## config.mk

```make
export PLATFORM = sky130hd
export DESIGN_NAME = midi_tx_queue_coalesce_pace
export DESIGN_NICKNAME = d
export VERILOG_FILES = /design/src/sv/mtq_pkg.sv /design/src/sv/midi_tx_queue_coalesce_pace.sv /design/src/sv/mtq_cell.sv /design/src/sv/mtq_pace.sv
export SDC_FILE = /design/constraint.sdc
export NUM_CORES = 1
export LEC_CHECK = 0
export ABC_AREA = 1
export BUFFER_PORTS_ARGS = -buffer_cell sky130_fd_sc_hd__buf_2
export CAP_MARGIN = 40
export CORE_MARGIN = 4
export CORE_UTILIZATION = 53
export CTS_CLUSTER_DIAMETER = 60
export DETAILED_ROUTE_END_ITERATION = 8
export PLACE_DENSITY = 0.7
export SYNTH_ARGS = -nofsm -noshare
export SYNTH_HDL_FRONTEND = slang
export SYNTH_SLANG_ARGS = --single-unit
export TNS_END_PERCENT = 30
```

## constraint.sdc

```tcl
create_clock -name i_clk -period 4.4 [get_ports i_clk]
set_input_delay 0.44 -clock i_clk [delete_from_list [all_inputs] [get_ports i_clk]]
set_output_delay 0.44 -clock i_clk [all_outputs]
set_load 0.02 [all_outputs]
```

## src/sv/mtq_pkg.sv

```systemverilog
// Shared types and constants of the MIDI transmit queue.
// Depends on nothing; imported by every module of the block.
`default_nettype none
package mtq_pkg;

    typedef enum logic [1:0] {
        FUNC_ENQ   = 2'd0,
        FUNC_SYSEX = 2'd1,
        FUNC_DEQ   = 2'd2,
        FUNC_TICK  = 2'd3
    } t_func;

    localparam logic [2:0] TYPE_NOTE_ON  = 3'd0;
    localparam logic [2:0] TYPE_NOTE_OFF = 3'd1;
    localparam logic [2:0] TYPE_CC       = 3'd2;
    localparam logic [2:0] TYPE_BEND     = 3'd3;
    localparam logic [2:0] TYPE_RT       = 3'd4;
    localparam logic [2:0] TYPE_SYSEX    = 3'd5;

    localparam logic [15:0] INTERVAL_RESET = 16'd960;
    localparam logic [15:0] ELAPSED_MAX    = 16'hFFFF;

    typedef struct packed {
        logic [2:0]  mtype;
        logic [3:0]  chan;
        logic [6:0]  d1;
        logic [6:0]  d2;
        logic [13:0] bend;
        logic [7:0]  rt;
    } t_entry;

    typedef struct packed {
        logic shift;
        logic load;
        logic cmp;
        logic upd;
    } t_cell_ctl;

    typedef struct packed {
        logic tick;
        logic clear;
    } t_pace_ctl;

endpackage
`default_nettype wire

```

## src/sv/midi_tx_queue_coalesce_pace.sv

```systemverilog
// Top level of the MIDI transmit queue with CC coalescing and send pacing.
// Uses mtq_pkg, mtq_cell and mtq_pace.
//
// Usage:
//   A request (i_func and message fields) is taken at a clock edge where
//   start is high and busy is low. Requests: enqueue message, enqueue SysEx
//   marker, dequeue, one microsecond tick.
//   Every request gives exactly one result, shown on the o_ result ports for
//   one cycle with o_done high. The receiver cannot stall; a result that is
//   not taken in that cycle is gone.
//   After the accepting edge a request passes through the compare state and
//   then the execute state, with busy high in both, and o_done is registered
//   from the execute state; no new request is taken before that state is left.
//   The compare state is the compare pass of the cell row (every cell checks its
//   entry against the new Control Change, registered), the execute state the update pass.
//   The queue is a row of QUEUE_DEPTH cells with the head in cell 0; a pop
//   shifts every cell one place toward the head in the same cycle.
//   i_cfg_we/i_cfg_wdata write the minimum send interval (microseconds);
//   write only while no request is in flight.
//   Reset clears the fill count, the SysEx slot count, the elapsed counter
//   and the sent flag, and sets the interval to 960. Cell contents stay.
`default_nettype none
module midi_tx_queue_coalesce_pace #(
    parameter int QUEUE_DEPTH = 16,
    parameter int SYSEX_DEPTH = 4
) (
    input  wire         i_clk,
    input  wire         i_rst_n,
    input  wire         start,
    output logic        busy,
    input  wire  [1:0]  i_func,
    input  wire  [2:0]  i_msg_type,
    input  wire  [3:0]  i_channel,
    input  wire  [6:0]  i_data_one,
    input  wire  [6:0]  i_data_two,
    input  wire  [13:0] i_bend_value,
    input  wire  [7:0]  i_realtime_code,
    input  wire         i_cfg_we,
    input  wire  [15:0] i_cfg_wdata,
    output logic        o_done,
    output logic        o_accepted,
    output logic        o_sent_valid,
    output logic        o_pace_hold,
    output logic [2:0]  o_out_type,
    output logic [3:0]  o_out_channel,
    output logic [6:0]  o_out_data_one,
    output logic [6:0]  o_out_data_two,
    output logic [13:0] o_out_bend,
    output logic [7:0]  o_out_realtime,
    output logic [4:0]  o_queue_level
);
    import mtq_pkg::*;

    localparam int CW = $clog2(QUEUE_DEPTH + 1);
    localparam int SW = $clog2(SYSEX_DEPTH + 1);

    typedef enum logic [2:0] {
        S_IDLE = 3'b001,
        S_CMP  = 3'b010,
        S_EXEC = 3'b100
    } t_state;

    t_state          r_state, n_state;
    t_func           r_func;
    t_entry          r_new, n_new;
    logic            r_type_ok;
    logic [CW-1:0]   r_count, n_count;
    logic [SW-1:0]   r_sx, n_sx;

    logic            r_done, r_accepted, r_sent, r_limited;
    t_entry          r_out;
    logic [4:0]      r_level;
    logic            n_accepted, n_sent, n_limited;
    t_entry          n_out;

    t_entry                  w_cell [QUEUE_DEPTH];
    logic [QUEUE_DEPTH-1:0]  w_hit;
    t_cell_ctl               w_ctl  [QUEUE_DEPTH];
    logic                    w_shift, w_load, w_upd;
    t_pace_ctl               w_pace;
    logic                    w_may_send;
    logic                    w_accept;

    assign w_accept = start && (r_state == S_IDLE);
    assign busy     = (r_state != S_IDLE);

    // new entry, unused fields zero
    always_comb begin
        n_new = '0;
        if (t_func'(i_func) == FUNC_SYSEX) begin
            n_new.mtype = TYPE_SYSEX;
        end else begin
            n_new.mtype = i_msg_type;
            if (i_msg_type == TYPE_RT) begin
                n_new.rt = i_realtime_code;
            end else begin
                n_new.chan = i_channel;
                if (i_msg_type == TYPE_BEND) begin
                    n_new.bend = i_bend_value;
                end else begin
                    n_new.d1 = i_data_one;
                    n_new.d2 = i_data_two;
                end
            end
        end
    end

    genvar g;
    generate
        for (g = 0; g < QUEUE_DEPTH; g++) begin : g_cell
            t_entry w_next;
            if (g == QUEUE_DEPTH - 1) begin : g_last
                assign w_next = w_cell[g];
            end else begin : g_mid
                assign w_next = w_cell[g+1];
            end
            assign w_ctl[g] = '{shift: w_shift,
                                load:  w_load && (r_count == CW'(g)),
                                cmp:   (r_state == S_CMP),
                                upd:   w_upd};
            mtq_cell u_cell (
                .i_clk      (i_clk),
                .i_rst_n    (i_rst_n),
                .i_ctl      (w_ctl[g]),
                .i_occupied (CW'(g) < r_count),
                .i_next     (w_next),
                .i_new      (r_new),
                .o_entry    (w_cell[g]),
                .o_hit      (w_hit[g])
            );
        end
    endgenerate

    mtq_pace u_pace (
        .i_clk       (i_clk),
        .i_rst_n     (i_rst_n),
        .i_cfg_we    (i_cfg_we),
        .i_cfg_wdata (i_cfg_wdata),
        .i_ctl       (w_pace),
        .o_may_send  (w_may_send)
    );

    always_comb begin
        n_state    = r_state;
        n_count    = r_count;
        n_sx       = r_sx;
        n_accepted = 1'b0;
        n_sent     = 1'b0;
        n_limited  = 1'b0;
        n_out      = '0;
        w_shift    = 1'b0;
        w_load     = 1'b0;
        w_upd      = 1'b0;
        w_pace     = '0;
        unique case (r_state)
            S_IDLE: begin
                if (start) begin
                    n_state = S_CMP;
                end
            end
            S_CMP: begin
                n_state = S_EXEC;
            end
            S_EXEC: begin
                n_state = S_IDLE;
                unique case (r_func)
                    FUNC_ENQ: begin
                        if (r_type_ok) begin
                            if ((r_new.mtype == TYPE_CC) && (|w_hit)) begin
                                w_upd      = 1'b1;
                                n_accepted = 1'b1;
                            end else if (r_count < CW'(QUEUE_DEPTH)) begin
                                w_load     = 1'b1;
                                n_count    = r_count + CW'(1);
                                n_accepted = 1'b1;
                            end
                        end
                    end
                    FUNC_SYSEX: begin
                        if ((r_count < CW'(QUEUE_DEPTH)) && (r_sx < SW'(SYSEX_DEPTH))) begin
                            w_load     = 1'b1;
                            n_count    = r_count + CW'(1);
                            n_sx       = r_sx + SW'(1);
                            n_accepted = 1'b1;
                        end
                    end
                    FUNC_DEQ: begin
                        if (r_count != '0) begin
                            if ((w_cell[0].mtype == TYPE_RT) || w_may_send) begin
                                w_shift = 1'b1;
                                n_count = r_count - CW'(1);
                                n_sent  = 1'b1;
                                n_out   = w_cell[0];
                                if ((w_cell[0].mtype == TYPE_SYSEX) && (r_sx != '0)) begin
                                    n_sx = r_sx - SW'(1);
                                end
                                if (w_cell[0].mtype != TYPE_RT) begin
                                    w_pace.clear = 1'b1;
                                end
                            end else begin
                                n_limited = 1'b1;
                            end
                        end
                    end
                    FUNC_TICK: begin
                        w_pace.tick = 1'b1;
                    end
                endcase
            end
            default: begin
                n_state = S_IDLE;
            end
        endcase
    end

    always_ff @(posedge i_clk) begin
        if (!i_rst_n) begin
            r_state <= S_IDLE;
            r_count <= '0;
            r_sx    <= '0;
            r_done  <= 1'b0;
        end else begin
            r_state <= n_state;
            r_count <= n_count;
            r_sx    <= n_sx;
            r_done  <= (r_state == S_EXEC);
        end
    end

    always_ff @(posedge i_clk) begin
        if (w_accept) begin
            r_func    <= t_func'(i_func);
            r_new     <= n_new;
            r_type_ok <= (i_msg_type <= TYPE_RT);
        end
        if (r_state == S_EXEC) begin
            r_accepted <= n_accepted;
            r_sent     <= n_sent;
            r_limited  <= n_limited;
            r_out      <= n_out;
            r_level    <= 5'(n_count);
        end
    end

    assign o_done         = r_done;
    assign o_accepted     = r_accepted;
    assign o_sent_valid   = r_sent;
    assign o_pace_hold    = r_limited;
    assign o_out_type     = r_out.mtype;
    assign o_out_channel  = r_out.chan;
    assign o_out_data_one = r_out.d1;
    assign o_out_data_two = r_out.d2;
    assign o_out_bend     = r_out.bend;
    assign o_out_realtime = r_out.rt;
    assign o_queue_level  = r_level;

endmodule
`default_nettype wire

```

## src/sv/mtq_cell.sv

```systemverilog
// One queue cell: holds one entry, shifts toward the head on pop,
// and flags a matching Control Change. Uses mtq_pkg.
`default_nettype none
module mtq_cell (
    input  wire                  i_clk,
    input  wire                  i_rst_n,
    input  mtq_pkg::t_cell_ctl   i_ctl,
    input  wire                  i_occupied,
    input  mtq_pkg::t_entry      i_next,
    input  mtq_pkg::t_entry      i_new,
    output mtq_pkg::t_entry      o_entry,
    output logic                 o_hit
);
    import mtq_pkg::*;

    t_entry r_entry;
    logic   r_hit;

    always_ff @(posedge i_clk) begin
        if (i_ctl.shift) begin
            r_entry <= i_next;
        end else if (i_ctl.load) begin
            r_entry <= i_new;
        end else if (i_ctl.upd && r_hit) begin
            r_entry.d2 <= i_new.d2;
        end
    end

    always_ff @(posedge i_clk) begin
        if (!i_rst_n) begin
            r_hit <= 1'b0;
        end else if (i_ctl.cmp) begin
            r_hit <= i_occupied && (r_entry.mtype == TYPE_CC)
                     && (r_entry.chan == i_new.chan) && (r_entry.d1 == i_new.d1);
        end
    end

    assign o_entry = r_entry;
    assign o_hit   = r_hit;

endmodule
`default_nettype wire

```

## src/sv/mtq_pace.sv

```systemverilog
// Send pacing: elapsed microsecond counter, sent-once flag and the
// minimum interval register. Uses mtq_pkg.
`default_nettype none
module mtq_pace (
    input  wire                  i_clk,
    input  wire                  i_rst_n,
    input  wire                  i_cfg_we,
    input  wire [15:0]           i_cfg_wdata,
    input  mtq_pkg::t_pace_ctl   i_ctl,
    output logic                 o_may_send
);
    import mtq_pkg::*;

    logic [15:0] r_elapsed;
    logic [15:0] r_interval;
    logic        r_ever;

    always_ff @(posedge i_clk) begin
        if (!i_rst_n) begin
            r_elapsed  <= '0;
            r_interval <= INTERVAL_RESET;
            r_ever     <= 1'b0;
        end else begin
            if (i_cfg_we) begin
                r_interval <= i_cfg_wdata;
            end
            if (i_ctl.clear) begin
                r_elapsed <= '0;
                r_ever    <= 1'b1;
            end else if (i_ctl.tick && (r_elapsed != ELAPSED_MAX)) begin
                r_elapsed <= r_elapsed + 16'd1;
            end
        end
    end

    assign o_may_send = !r_ever || (r_elapsed >= r_interval);

endmodule
`default_nettype wire

```

==> results.json <==
{
  "start_util": 0.5385,
  "cts_tree": "built",
  "final_net_count": 3578,
  "drv_slew": 0,
  "reg2reg_depth": 15,
  "post_drt_wl_per_cell_um": 20.18,
  "core-area_um2": 69190,
  "regArea_um2": 24790,
  "hold_path_class": "in2reg",
  "viasPerCell": 5.787,
  "post-route-period-util": 0.7961,
  "gp_congestion": 0.9476,
  "setup_slack_ps": 897.0,
  "pre_cts_ws_ps": 961.9,
  "synth_warnings": 0,
  "path_cells": "ha_1 > nand2_1 > nor2_1 > nor2_1 > nand2_1 > nand2_1 > nand2_1 > nand2_1 > nand3_4 > nand3_4 > inv_16 > nand2_8 > buf_4 > nand2_2 > o21ai_1",
  "synth_area_per_cell_um2": 10.80,
  "synthDistinctLibCells": 43,
  "mostFrequentLayoutCells": "edfxtp_1 (785), nand2_1 (764), nand3_1 (625)",
  "via_count": 26020,
  "power_leakage_nw": 15.89,
  "numCtsBuffers": 88,
  "reg2reg_to": "g_cell[10].u_cell.o_entry[40]",
  "start_kind": "flop",
  "seq_area_frac_synth": 0.6655,
  "cts.clk_slew.worst_paths_ps": 60,
  "fp-row-count": 96,
  "grt_setup_unrepaired": "no",
  "irDropWorstVdd_uv": 324.1,
  "p_per_area_nw_per_um2": 412.2,
  "synth_ff_type": "edfxtp_1",
  "fillers": 5557,
  "io_pins": 118,
  "rrSetupSlack_ps": 900,
  "postSynthCellCount": 3448,
  "drc": 0,
  "path_class": "reg2reg",
  "ant_nets": 0,
  "fin_cells": 4496,
  "fin_setup_tns_ps": 0,
  "min_to": "u_pace.r_interval[0]",
  "cp.required_ps": 4880,
  "drtIter0Drc": 3234,
  "max-slew-margin-rel": 0.3529,
  "crit_arrival_ps": 3990,
  "crit_buf_inv": 2,
  "utilization": 0.6002,
  "clock_sinks": 846,
  "post_cts_buffers": 0,
  "slowest_stage": "buf_4",
  "clk-insertion-delay-late_ps": 650,
  "min_path_cells": 3,
  "cpMostUsedCell": "nand2_1",
  "die_height_um": 273.1,
  "clk_path_buf_depth": 3,
  "area_growth_pct": 11.46,
  "multi_input_area_um2": 10320,
  "cp_top_family": "simple AND/OR/NAND/NOR gates",
  "port_buffers": 117,
  "postLayoutCellArea_um2": 41520,
  "dp_hpwl_mm": 59.40,
  "slowest_delay_ps": 620,
  "r2r-start": "u_pace.r_elapsed[2]",
  "grt_pass1_vias": 24670,
  "htree_levels": 3,
  "finalWirelength_mm": 90.75,
  "die_width_um": 273.1,
  "crit_path_end_kind": "flop",
  "grt_max_degree": 201,
  "status": "completed",
  "min_from": "i_cfg_wdata[0]",
  "finClkSkew_ps": 33.64,
  "dp.cells": 4325,
  "drive_above_1_share": 0.1084,
  "final_common_cell": "edfxtp_1",
  "drv_cap": 0,
  "root_buffer": "clkbuf_16",
  "worstMarginPinSlew_ps": 970.6,
  "grt_first_pass_wirelength_mm": 140.6,
  "antenna_found_initial": 6,
  "max_freq_mhz": 285.5,
  "path_max_fanout": 61,
  "finalHoldViolCount": 0,
  "dpl_cell_area_um2": 38580,
  "gr-total-overflow": 0,
  "ys_ff_latch": 846,
  "setup_viol_count_final": 0,
  "final.min_clock_period_ps": 3503,
  "dieArea_um2": 74600,
  "syn_nets": 3538,
  "drtPass1Iterations": 6,
  "synth_edf_count": 785,
  "grt_use_total": 0.2400,
  "syn_area_um2": 37250,
  "async_flop_share": 0
}
metal layers:
layer | global-route usage | up-vias | share of wire
li1 | - | 12020 | -
met1 | 0.3435 | 12710 | 0.42
met2 | 0.3782 | 1119 | 0.46
met3 | 0.04478 | 171 | 0.085
met4 | 0.07134 | 2 | 0.027
met5 | 0 | - | 0.00014
cell families after synthesis:
kind of cell / synth area share
flops: 0.6655
compound gates: 0.03647
fa+ha+maj: 0.008598
xor+xnor: 0.02516
buf+inv: 0.05898
simple gates: 0.2053
tightest hold or removal path, stage by stage:
cell    delay (ps)
buf_2           70
nor2_1          30
nor2_1          80
metrics by stage:
| stage | hold WS (ps) | power [W] |
|---|---|---|
| floorplan | 420.6 | 0.009564 |
| global placement | 452.1 | 0.009776 |
| detailed placement | 454.5 | 0.009811 |
| CTS | 4.193 | 0.01720 |
| global route | 29.35 | 0.01762 |
| finish | 26.48 | 0.01712 |
flip-flops by register name, indices dropped and copies added (netlist names), 7 cells and up:
signal,count
u_pace.r_elapsed,16
u_pace.r_interval,16
g_cell.u_cell.o_entry,688
g_cell.u_cell.o_hit,16
o_out_realtime,8
o_out_data_two,7
o_out_bend,14
o_out_data_one,7
r_new,43
report_power, final:
group / internal, W / switching (W)
sequential: 0.00887 / 0.0000393
clock: 0.00435 / 0.00311
combinational: 0.000211 / 0.000538
worst max path at each step:
stage	from	end	slack (ps)	cells past startpoint
2_1_floorplan	u_pace.r_interval[15]	g_cell[15].u_cell.o_entry[0]	1010	11
3_3_place_gp	u_pace.r_elapsed[2]	g_cell[10].u_cell.o_entry[40]	1080	15
3_5_place_dp	u_pace.r_elapsed[2]	g_cell[10].u_cell.o_entry[40]	960	15
4_1_cts	u_pace.r_elapsed[2]	g_cell[10].u_cell.o_entry[40]	910	15
5_1_grt	u_pace.r_elapsed[2]	g_cell[10].u_cell.o_entry[40]	660	15
6_report	u_pace.r_elapsed[2]	g_cell[10].u_cell.o_entry[40]	900	15
layout make-up:
cell class	instances	area share
Multi-Input combinational cell	2097	0.2484
Timing Repair Buffer	182	0.03134
Sequential cell	846	0.5971
Inverter	273	0.02525
Antenna cell	5	0.0003013
Tap cell	931	0.02805
Clock buffer	107	0.05665
Clock inverter	55	0.01287
repair_timing:
action	CTS	global route
resized for setup	0	0
setup endpoints to repair	0	0
endpoints found under the hold margin	4	0
hold buffers	4	0
synthesized netlist by cell type (4+ instances only):
master     count  share of area
dfxtp_1       61          0.033
nand3_1      625          0.084
xnor2_1       60          0.014
nor4_1        26         0.0044
buf_2         89          0.012
o2111ai_1      7         0.0016
clkbuf_1      79         0.0080
buf_6          5         0.0015
o211ai_1       4        0.00081
o21ai_0       73         0.0098
nand2_2       41         0.0069
o22ai_1       49         0.0082
inv_1        265          0.027
nor3_1        29         0.0039
nand4_1       43         0.0072
buf_1         19         0.0019
buf_4         40         0.0081
clkinv_1       4        0.00040
o21ai_1       39         0.0052
ha_1          24         0.0081
nor2_1       162          0.016
a21oi_1       58         0.0078
a221oi_1       6         0.0014
xor2_1        47          0.011
edfxtp_1     785           0.63
nand2_1      779          0.078
Power figures use the tool's default switching activity.
